[config.mk]
export PLATFORM = sky130hd
export DESIGN_NAME = bjp_merge
export DESIGN_NICKNAME = d
export VERILOG_FILES = /design/src/hdl/bjp_pkg.sv /design/src/hdl/bjp_merge.sv
export SDC_FILE = /design/constraint.sdc
export NUM_CORES = 1
export LEC_CHECK = 0
export ABC_AREA = 1
export BUFFER_PORTS_ARGS = -buffer_cell sky130_fd_sc_hd__buf_2
export CORE_MARGIN = 5
export CORE_UTILIZATION = 41
export CTS_CLUSTER_DIAMETER = 80
export DETAILED_ROUTE_END_ITERATION = 10
export PLACE_DENSITY = 0.63
export RECOVER_POWER = 25
export SLEW_MARGIN = 0
export SYNTH_ARGS = -nofsm -noshare
export SYNTH_HDL_FRONTEND = slang
export SYNTH_SLANG_ARGS = --single-unit
[constraint.sdc]
create_clock -name i_clk -period 3.4 [get_ports i_clk]
set_clock_uncertainty 0.1 [all_clocks]
set_input_delay 0.17 -clock i_clk [delete_from_list [all_inputs] [get_ports i_clk]]
set_output_delay 0.17 -clock i_clk [all_outputs]
set_load 0.05 [all_outputs]
[src/hdl/bjp_pkg.sv]
package bjp_pkg;

    localparam int BLOCK_DIM = 3;
    localparam int DIM_N     = (BLOCK_DIM == 2) ? 2 : 3;

    localparam int CW   = 65;
    localparam int PPW  = 65;
    localparam int PW   = 97;
    localparam int SW   = 99;
    localparam int NW   = SW + 16;
    localparam int DW   = SW;
    localparam int QW   = 32;
    localparam int CMPW = DW + QW;

    localparam logic [QW-1:0] Q_MAX = 32'h7FFF_FFFF;
    localparam logic [QW-1:0] Q_MIN = 32'h8000_0000;

    typedef struct packed {
        logic signed [31:0] a00;
        logic signed [31:0] a01;
        logic signed [31:0] a02;
        logic signed [31:0] a10;
        logic signed [31:0] a11;
        logic signed [31:0] a12;
        logic signed [31:0] a20;
        logic signed [31:0] a21;
        logic signed [31:0] a22;
        logic signed [31:0] r0;
        logic signed [31:0] r1;
        logic signed [31:0] r2;
    } t_in_item;

    typedef struct packed {
        logic signed [31:0] z0;
        logic signed [31:0] z1;
        logic signed [31:0] z2;
        logic               singular;
        logic               saturated;
    } t_out_item;

    typedef struct packed {
        logic          neg;
        logic          zero;
        logic [NW-1:0] num;
        logic [DW-1:0] den;
    } t_lane_in;

    typedef struct packed {
        logic          neg;
        logic          zero;
        logic          ovf;
        logic [QW-1:0] q;
    } t_lane_out;

endpackage

[src/hdl/bjp_merge.sv]
module bjp_merge (
    input  logic                     i_clk,
    input  logic                     i_rst_n,
    input  logic                     i_en,
    input  logic                     i_valid,
    input  bjp_pkg::t_lane_out [2:0] i_res,
    output logic                     o_valid,
    output bjp_pkg::t_out_item       o_item
);
    import bjp_pkg::*;

    logic       r_valid;
    t_out_item  r_item;
    t_out_item  n_item;

    always_comb begin
        logic [QW-1:0] z [3];
        logic [2:0]    sat;
        logic          sing;
        for (int l = 0; l < 3; l++) begin
            sat[l] = 1'b0;
            if (i_res[l].neg) begin
                if (i_res[l].ovf || i_res[l].q > Q_MIN) begin
                    z[l]   = Q_MIN;
                    sat[l] = 1'b1;
                end else begin
                    z[l] = -i_res[l].q;
                end
            end else begin
                if (i_res[l].ovf || i_res[l].q > Q_MAX) begin
                    z[l]   = Q_MAX;
                    sat[l] = 1'b1;
                end else begin
                    z[l] = i_res[l].q;
                end
            end
        end
        sing = i_res[0].zero | i_res[1].zero | i_res[2].zero;
        n_item.singular  = sing;
        n_item.saturated = !sing && (|sat);
        n_item.z0        = sing ? '0 : $signed(z[0]);
        n_item.z1        = sing ? '0 : $signed(z[1]);
        n_item.z2        = sing ? '0 : $signed(z[2]);
    end

    always_ff @(posedge i_clk) begin
        if (!i_rst_n) begin
            r_valid <= 1'b0;
        end else if (i_en) begin
            r_valid <= i_valid;
        end
    end

    always_ff @(posedge i_clk) begin
        if (i_en) begin
            r_item <= n_item;
        end
    end

    assign o_valid = r_valid;
    assign o_item  = r_item;

endmodule

=== Word level (Yosys, flattened, before mapping) ===
Index checks and enable logic that the tools add are counted.

* RAM bits: 0
* Output and inout bits: 99
* Bits in latches: 0
* Bits of input ports: 109
* Memories: 0
* Bits in registers: 99
* Logic and storage cells: 44
* ROM bits: 0

* Divide/modulo/power cells: 0
* Magnitude comparators: 6
* Mux-type cells: 18
* Add/sub/neg operators: 3
* Reduce and logical (&&, ||, !) cells: 9
* Shift-type cells: 0
* Eq/ne operators: 0
* Multipliers: 0
* Bitwise gates (word level): 2

{| class="wikitable"
|+ Operators with widths
! cell !! count
|-
| two-way mux 32 bit || 9
|-
| > comparator 32 x 31 -> 1 bit, second input constant || 3
|-
| > comparator 32 bit, second input constant || 3
|-
| negation 32 bit || 3
|-
| two-way mux 1 bit || 9
|-
| logical OR 1 bit || 6
|-
| OR reduction 3 bit || 1
|-
| OR 1 bit || 2
|-
| logical AND 1 bit || 1
|-
| zero test 1 bit || 1
|}

=== Logic depth before layout (Yosys ltp) ===
Gate-level depths: netlist of run 1.

* Depth after elaboration: 6
* Depth in mapped cells: 11
* Gate-level depth less buffers: 11

=== Worst setup path after synthesis of run 1 ===
No wires, ideal clock.

* Kind: input to register
* Start: in i_res[0] (netlist bit)
* End: reg r_item, in the netlist o_item[72] (data pin)
* Required time: 3.159 ns
* Setup slack: 1.781 ns
* Cell stages on the path: 11
* Path buffers: 1
* Data arrival time: 1.378 ns
* Setup time: 0.141 ns
* Cells stage by stage: inv_1 -> ha_1 -> nand2_2 -> nor2_4 -> nand2_4 -> nor2_4 -> nand2_4 -> nand2_8 -> buf_12 -> nand3b_2 -> a21oi_2

* Cells in the longest elaborated chain, start to end: 4
* Elaborated cells between the ends (all ways): 8
* Classes of those cells: 1 x add/sub; 2 x order compare; 3 x mux; 2 x reduce/logical

{| class="wikitable"
|+ Ends and longest elaborated chain
! item !! RTL line !! text
|-
| from (decl) || bjp_merge.sv:6 || <nowiki>input bjp_pkg::t_lane_out [2:0] i_res,</nowiki>
|-
| > comparator 32 x 31 -> 1 bit / > comparator 32 bit (equally long branches) || bjp_merge.sv:30, bjp_merge.sv:23 ||
|-
| logical OR 1 bit, on equally long branches || bjp_merge.sv:30, bjp_merge.sv:23 ||
|-
| two-way mux 32 bit, on equally long branches || bjp_merge.sv:30, bjp_merge.sv:23 ||
|-
| two-way mux 32 bit * || bjp_merge.sv:22 || <nowiki>if (i_res[l].neg) begin</nowiki>
|-
| to (signal assigned) || bjp_merge.sv:56 || <nowiki>r_item <= n_item;</nowiki>
|-
| to (decl) || bjp_merge.sv:13 || <nowiki>t_out_item r_item;</nowiki>
|}

Every way passes the cells marked *; elsewhere a longest branch is shown, timed or not.
A chain may end at the register's enable or synchronous reset.

==> results of run 1 <==
[metrics by stage]
step / instances / setup slack, ns / hold WS, ns / power [mW] / instance area, µm²
floorplan: 1034 / 1.78 / 0.163 / 2.07 / 8020
global placement: 1463 / 1.19 / 0.302 / 2.34 / 9090
detailed placement: 1463 / 1.13 / 0.308 / 2.34 / 9090
CTS: 1480 / 1.51 / 0.0667 / 3.36 / 9400
global route: 1480 / 1.23 / 0.123 / 3.47 / 9370
finish: 1480 / 1.46 / 0.0795 / 3.33 / 9370
[worst max-delay path, cell delays in order]
cell,delay (ns)
clkbuf_2,1.00
o21ai_0,0.18
a21oi_1,0.16
dlygate4sd3_1,0.58
[synth_stat cells, drive strengths merged]
library cell  number
a21oi             96
and2               1
buf               22
clkbuf            27
dfxtp              1
edfxtp            98
ha                 3
inv               76
nand2            194
nand3            127
nand3b             8
nand4             19
nor2             192
nor3               4
nor4               1
o21ai            101
o21bai             8
or2                1
xnor2             17
xor2              38
[path summary, 6_finish.rpt]
check	slack (ns)	endpoint	from	cells past startpoint
worst max-delay path	1.46	o_valid	i_en	4
worst min-delay path	0.08	o_item[66]	i_res[0]	3
worst max register to register	2.05	o_valid	o_valid	3
worst min register to register	1.01	o_valid	o_valid	3
[routing by layer]
metal  global-route usage  wire, µm  vias to the layer above
li1                     -         -                     3852
met1                0.286     10600                     3593
met2                0.339     11300                      255
met3               0.0391      1630                       19
met4               0.0535       330                        0
met5                    0         0                        -
[report_power, final]
part	switching, mW	internal (mW)
registers	0.0220	1.43
clock network	0.448	0.564
logic	0.663	0.204
total	1.13	2.19
[kinds of logic (layout without fill, tap and decap cells)]
| family | Yosys count | after routing | synth area share |
|---|---|---|---|
| AND/OR/NAND/NOR | 547 | 547 | 0.337 |
| AO/OA/AOI/OAI | 205 | 205 | 0.149 |
| buffers and inverters | 125 | 306 | 0.0798 |
| flip-flops | 99 | 99 | 0.370 |
| XOR/XNOR | 55 | 55 | 0.0601 |
| adder cells (fa/ha/maj) | 3 | 3 | 0.00468 |
[what timing repair did]
item,in CTS,in global routing
hold buffers,2,0
setup endpoints to repair,0,0
endpoints found under the hold margin,1,0
[flip-flops by register name, summed over array words and instances (netlist names)]
signal,cells
o_item,98
o_valid,1
[area by class of cell]
class / count / area share
sequential: 99 / 0.316
timing repair buffer: 215 / 0.116
clock buffer: 10 / 0.0244
tap: 265 / 0.0354
inverter: 76 / 0.0307
clock inverter: 5 / 0.00588
multi-input combinational: 810 / 0.471
==> summary.txt, run 1 <==
GRT
  – Largest net degree at the start of global routing: 64
  – Initial antenna violation count: 0
  – GR Overflow Total: 0
  – Gr usage total: 0.208
  – First-pass GRT wire length: 37.5 mm
  – Vias in the first global route: 7196

Power and ir drop
  – Maximum VDD drop: 0.000201 V
  – Pwr Density: 355 mW/mm²
  – Leakage: 3.50 nW

Yosys
  – Syn_nets: 1146
  – Synthesis Warnings: 0
  – Register area share after synthesis: 0.370
  – Synth Cell Area: 0.00802 mm²
  – Post-synthesis cell count: 1034
  – Synth unique cells: 39
  – Yosys top cell area share: 0.367
  – Syn_area_per_cell: 7.75 µm²
  – Post-synth top area cell: edfxtp_1
  – Register bit total from synthesis: 99
  – Top post-synthesis cells by area: edfxtp_1 (37%), nand2_1 (8.5%), nor2_1 (8.3%), o21ai_0 (6.0%), nand3_2 (5.7%)

Clock network
  – Setup bufs post-CTS: 0
  – Skew-Pair Late Insertion Delay: 0.35 ns
  – CTS Buf Count: 9
  – CTS resizes: 0
  – Clock-pin slew on the worst setup and hold paths: 0.07 ns
  – Max Root-Sink Buffers: 2
  – H-tree depth: 3
  – CTS tree: built
  – Clk sinks: 99
  – Root buffer cell: clkbuf_16

STA
  – Crit share post-route: 0.569
  – Minimum clock period: 1.94 ns
  – Total Neg Setup Slack: 0 ns
  – Final Hold Viols: 0
  – Final Max Tran Viols: 0
  – Least-Margin Pin Slew: 1.41 ns
  – RSZ-0062 raised after global routing: no
  – Slew margin rel.: 0.0619
  – Fmax achieved: 516 MHz
  – Endpoints failing setup: 0

Worst setup path
  – Setup crit start kind: primary input
  – Worst Path Arrival: 2.13 ns
  – Critical path type: in -> reg
  – CP Max Fanout: 54
  – Crit. End Element: register
  – Worst EP required: 3.59 ns

Floorplanning
  – Die Ht: 150 µm
  – Core Region: 0.0193 mm²
  – Full die area: 0.0224 mm²
  – Rows: 51
  – Initial core utilization: 0.415
  – IO Count: 208
  – Die X: 150 µm

Min path
  – Worst hold path type: in -> reg

Routing
  – Antenna viol nets, final: 0
  – Overall routed net length: 23.9 mm
  – Via count: 7719
  – # DRC: 0
  – Drt first pass iters: 5
  – Wire per inst: 16.1 µm
  – Post-DR vias/cell: 5.22
  – Iter 0 DRT Violations: 662

Layout
  – Final Core Density: 0.484
  – Register area: 0.00296 mm²
  – Fillers: 1963
  – Area of the multi-input gates: 0.00441 mm²
  – Layout cells sized above 1: 0.268
  – Most frequent cells in the layout: buf_2 (183), nand2_1 (182), nor2_1 (178)
  – Most common cell after layout, fill and taps aside: buf_2
  – Fin nets: 1323
  – Antenna cells: 0
  – Layout area overhead: 16.8%

Placement
  – Input/output buffers: 207
  – Detailed Place HPWL: 18.0 mm
  – Gpl congestion: 0.942

Run status
  – Status: completed

Flow run
  – Max-cap violations: 0
(Power assumes the default switching activity.)
==> inputs of run 2 (changes only) <==
Settings changed: ABC_AREA 1 to 0, PLACE_DENSITY 0.63 to 0.65.
Clock period 3.4 ns to 2 ns, I/O delays scaled along.
==> summary.txt, run 2 <==
Floorplanning
  – Die Ht: 138 µm
  – Initial core utilization: 0.420
  – IO Count: 208
  – Die X: 138 µm
  – Full die area: 0.0191 mm²
  – Rows: 46
  – Core Region: 0.0160 mm²

GRT
  – Initial antenna violation count: 0
  – Largest net degree at the start of global routing: 40
  – Gr usage total: 0.228
  – GR Overflow Total: 0
  – First-pass GRT wire length: 36.3 mm
  – Vias in the first global route: 7141

Min path
  – Worst hold path type: in -> reg
  – HP Start: i_res[17]

Routing
  – Post-DR vias/cell: 5.72
  – Wire per inst: 17.2 µm
  – Via count: 7561
  – # DRC: 0
  – Iter 0 DRT Violations: 591
  – Overall routed net length: 22.8 mm
  – Antenna viol nets, final: 0
  – Drt first pass iters: 5

Layout
  – Layout area overhead: 44.3%
  – Most frequent cells in the layout: buf_2 (204), buf_4 (175), edfxtp_1 (98)
  – Max FFs per register: 98
  – Fin nets: 1214
  – Layout cells sized above 1: 0.401
  – Most common cell after layout, fill and taps aside: buf_2
  – Antenna cells: 0

Power and ir drop
  – Leakage: 3.83 nW
  – Pwr Density: 588 mW/mm²
  – Maximum VDD drop: 0.000444 V

Yosys
  – Synth unique cells: 66
  – Post-synthesis cell count: 751
  – Top-count cell post-synth: edfxtp_1
  – Number of flops mapped to enable cells by yosys: 98
  – Synthesis Warnings: 0
  – Ys flop type: edfxtp_1
  – Register area share after synthesis: 0.441
  – Register bit total from synthesis: 99
  – Asr flop ratio synth: 0
  – Post-synth top cells: edfxtp_1 (98), a21oi_1 (85), nor2_1 (78), nand2_1 (48)
  – Yosys top cell area share: 0.438
  – Syn_nets: 863
  – Synth Cell Area: 0.00673 mm²
  – Top post-synthesis cells by area: edfxtp_1 (44%), a21oi_1 (6.3%), a311oi_1 (4.6%), nor2_1 (4.4%), nor3_1 (3.1%)
  – Post-synth top area cell: edfxtp_1
  – Syn_area_per_cell: 8.95 µm²

Clock network
  – CTS Buf Count: 9
  – Skew-Pair Late Insertion Delay: 0.34 ns
  – Root buffer cell: clkbuf_16
  – H-tree depth: 3
  – Clock-pin slew on the worst setup and hold paths: 0.07 ns
  – CTS tree: built
  – Clk sinks: 99
  – Max Root-Sink Buffers: 2

STA
  – Minimum clock period: 2.01 ns
  – Final Max Tran Viols: 0
  – Final setup margin: -0.00642 ns
  – Total Neg Setup Slack: -0.00642 ns
  – Fmax achieved: 498 MHz
  – RSZ-0062 raised after global routing: yes
  – Slew margin rel.: 0.418
  – Final Hold Viols: 0
  – Endpoints failing setup: 1
  – Least-Margin Pin Slew: 0.873 ns
  – Crit share post-route: 1.00

Worst setup path
  – Critical path buffer and inverter count: 2
  – Worst Path Arrival: 2.00 ns
  – Crit path max-delay family: simple AND/OR/NAND/NOR gates
  – Crit-path cells: buf_6 > or4_4 > nor4_4 > and4bb_2 > buf_6 > nor2_4 > o41a_1
  – CP Max Fanout: 4
  – Crit. End Element: register
  – Worst EP required: 1.99 ns
  – Most frequent cell on the critical path: buf_6
  – Worst R2R Start: o_valid
  – Crit-path slowest cell: or4_4
  – Setup crit start kind: primary input
  – Critical path type: in -> reg
  – CP Launch Point: i_res[43]
  – Slowest cell delay on critical path: 0.57 ns

Placement
  – Input/output buffers: 207
  – Pre-CTS setup slack: -0.432 ns
  – Gpl congestion: 0.969
  – Detailed Place HPWL: 17.5 mm

Run status
  – Failing checks: setup timing
  – Status: complete, but fails checks

Flow run
  – Max-cap violations: 0
[run 2: cell count changes in the layout (fill, tap and decap cells not counted), moves of 36 or more]
cell / before / now
xor2_1: 38 / 1
inv_1: 69 / 23
nor2_1: 178 / 75
nand2_1: 182 / 48
buf_4: 5 / 175
a21oi_2: 39 / 1
nand3_1: 81 / 35
nor3_1: 4 / 40
o21ai_0: 96 / 21
nand3_2: 46 / 2
[run 2: area by class of cell]
type                            instances  area, µm²
Inverter                               26       97.6
Clock buffer                           14        244
Clock inverter                          2       38.8
Sequential cell                        99       2960
Fill cell                            1461       6300
Timing Repair Buffer                  391       2470
Tap cell                              216        270
Multi-Input combinational cell        575       3620
[run 2: kinds of logic after synthesis]
logic type / after synthesis / share of synthesized area
multiplexers: 3 / 0.00447
AND/OR/NAND/NOR: 336 / 0.270
AO/OA/AOI/OAI: 232 / 0.232
XOR/XNOR: 1 / 0.00130
buffers and inverters: 77 / 0.0463
flip-flops: 99 / 0.441
adder cells (fa/ha/maj): 3 / 0.00558
[run 2: path summary, 6_finish.rpt]
path	endpoint	slack, ns	cells after the start
max	o_item[0]	-0.006	7
min	o_item[83]	0.02	2
max reg2reg	o_valid	0.75	3
min reg2reg	o_valid	0.97	3
[run 2: power by group]
part	switching [mW]	internal, mW
logic	1.05	0.474
registers	0.0379	2.43
clock network	0.744	0.976
total	1.83	3.88
[run 2: repair_timing]
action,4_1_cts,5_1_grt
gates cloned,0,1
setup buffers,0,8
endpoints found under the hold margin,2,0
gates resized for setup,4,22
hold buffers,3,0
pin swaps,0,9
endpoints found under the setup margin,5,42
[run 2: stage by stage]
| stage | area (µm²) | cells | power [mW] | utilization | hold slack, ns |
|---|---|---|---|---|---|
| final | 9700 | 1323 | 5.71 | 0.606 | 0.0221 |
| after global routing | 9700 | 1323 | 5.94 | 0.606 | 0.0182 |
| after CTS | 9580 | 1314 | 5.74 | 0.598 | 0.00383 |
| after detailed placement | 9240 | 1295 | 4.01 | 0.578 | 0.222 |
| after global placement | 9240 | 1295 | 4.00 | 0.578 | 0.212 |
| after floorplan | 6850 | 751 | 3.35 | - | 0.112 |
[run 2: per-layer routing]
layer	track usage	vias up	routed length, µm
met5	0	-	0
met4	0.0936	0	769
met3	0.0366	42	1620
met2	0.368	335	10600
met1	0.305	3481	9820
li1	-	3703	-
==> inputs of run 3 (changes only) <==
Settings changed: CORE_UTILIZATION 41 to 25, CTS_CLUSTER_SIZE set to 24, PLACE_DENSITY 0.65 to 0.44.
==> summary.txt, run 3 (synthesis results as in run 2) <==
Run status
  – Status: completed

Layout
  – Most frequent cells in the layout: buf_2 (207), buf_4 (192), edfxtp_1 (98)
  – Most common cell after layout, fill and taps aside: buf_2
  – Max FFs per register: 98
  – Layout cells sized above 1: 0.413
  – Non-filler cells, final: 1469
  – Fillers: 2771
  – Fin nets: 1234
  – Cell area after layout: 0.0100 mm²
  – Layout area overhead: 49.0%
  – Final Core Density: 0.375

Placement
  – Pre-CTS setup slack: -0.492 ns
  – Detailed Place HPWL: 20.4 mm
  – Dpl cell area: 0.00960 mm²
  – Input/output buffers: 207
  – Placed instance count: 1443
  – Gpl congestion: 0.836

Worst setup path
  – CP Max Fanout: 5
  – Worst EP required: 1.99 ns
  – Critical path type: in -> reg
  – Crit. End Element: register
  – Worst Path Arrival: 1.95 ns
  – R2R setup slack: 0.72 ns
  – Setup crit start kind: primary input

STA
  – Minimum clock period: 1.96 ns
  – Slew margin rel.: 0.432
  – Fmax achieved: 510 MHz
  – Least-Margin Pin Slew: 0.851 ns
  – Final Hold Viols: 0
  – Final Max Tran Viols: 0
  – Crit share post-route: 0.980
  – RSZ-0062 raised after global routing: yes
  – Final setup margin: 0.0391 ns
  – Endpoints failing setup: 0
  – Min Hold Slack: 0.0417 ns

GRT
  – GR Overflow Total: 0
  – Vias in the first global route: 7442
  – Largest net degree at the start of global routing: 33
  – Gr usage total: 0.167
  – Initial antenna violation count: 2
  – First-pass GRT wire length: 41.0 mm

Power and ir drop
  – Switching share of power: 0.333
  – Seq pwr share: 0.423
  – Pwr Density: 582 mW/mm²
  – Int Power: 3.89 mW
  – Leakage: 3.92 nW
  – Clock power frac: 0.310
  – Maximum VDD drop: 0.000398 V
  – P_sw: 1.94 mW
  – Comb power frac: 0.267

Floorplanning
  – Full die area: 0.0303 mm²
  – Rows: 60
  – Core Region: 0.0267 mm²
  – Die X: 174 µm
  – IO Count: 208
  – Initial core utilization: 0.252
  – Die Ht: 174 µm

Clock network
  – Clock-pin slew on the worst setup and hold paths: 0.07 ns
  – Skew-Pair Late Insertion Delay: 0.34 ns
  – Clk sinks: 99
  – Max Root-Sink Buffers: 2
  – CTS Buf Count: 9
  – H-tree depth: 3
  – CTS tree: built
  – Root buffer cell: clkbuf_16

Routing
  – Via count: 7582
  – Drt first pass iters: 5
  – Wire per inst: 18.0 µm
  – Post-DR vias/cell: 5.16
  – Overall routed net length: 26.4 mm
  – Antenna viol nets, final: 0
  – Iter 0 DRT Violations: 540
  – # DRC: 0

Flow run
  – Max-cap violations: 0

Min path
  – Worst hold path type: in -> reg
run 3: cell count changes in the layout (fill, tap and decap cells not counted), sizes merged:
cell | previous run | this run
diode | 0 | 1
clkinv | 4 | 3
buf | 386 | 404
clkinvlp | 0 | 3
run 3: final timing paths:
check	startpoint	endpoint	cells after the start
max reg2reg	o_valid	o_valid	3
min	i_res[40]	o_item[39]	2
max	i_res[90]	o_item[0]	7
min reg2reg	o_valid	o_valid	3
run 3: power groups by stage:
stage / Sequential, mW / Clock [mW] / Combinational (mW)
after global placement: 2.52 / 0 / 1.54
after detailed placement: 2.51 / 0 / 1.54
after CTS: 2.47 / 1.89 / 1.55
final: 2.47 / 1.81 / 1.55
after global routing: 2.48 / 1.96 / 1.66
after floorplan: 3.00 / 0 / 0.347
run 3: layout make-up:
| class | count | area [µm²] | area share |
|---|---|---|---|
| diodes | 1 | 2.50 | 0.000250 |
| clock buffers | 12 | 236 | 0.0236 |
| clock inverters | 4 | 52.6 | 0.00525 |
| inverters | 26 | 97.6 | 0.00974 |
| multi-input cells | 575 | 3630 | 0.362 |
| flip-flops and latches | 99 | 2960 | 0.296 |
| well taps | 341 | 427 | 0.0426 |
| repair buffers | 411 | 2610 | 0.261 |
run 3: repair_timing:
| item | CTS | global route |
|---|---|---|
| resized for setup | 2 | 15 |
| setup endpoints to repair | 3 | 26 |
| gates cloned | 0 | 2 |
| buffers inserted | 0 | 4 |
| hold buffers | 3 | 0 |
| hold endpoints to repair | 2 | 0 |
| pin swaps | 1 | 2 |
run 3: worst max-delay path: stages:
cell and delay (ns):
buf_2 0.11, or3_4 0.38, or4_4 0.49, o41ai_4 0.22
buf_4 0.19, a21oi_2 0.06, o41a_1 0.40
run 3: per-stage QoR:
stage | setup TNS (ns) | power (mW)
global route | -0.0130 | 6.10
finish | 0 | 5.83
CTS | 0 | 5.91
detailed placement | -18.84 | 4.06
floorplan | -2.76 | 3.35
global placement | -19.30 | 4.06
run 3: routing by layer:
metal / GRT usage / up-vias / routed length (µm) / part of all wire
met5: 0 / - / 13 / 0.00049
met2: 0.270 / 210 / 12300 / 0.47
met3: 0.0287 / 37 / 1120 / 0.042
met4: 0.0574 / 2 / 649 / 0.025
li1: - / 3747 / - / -
met1: 0.226 / 3586 / 12300 / 0.47
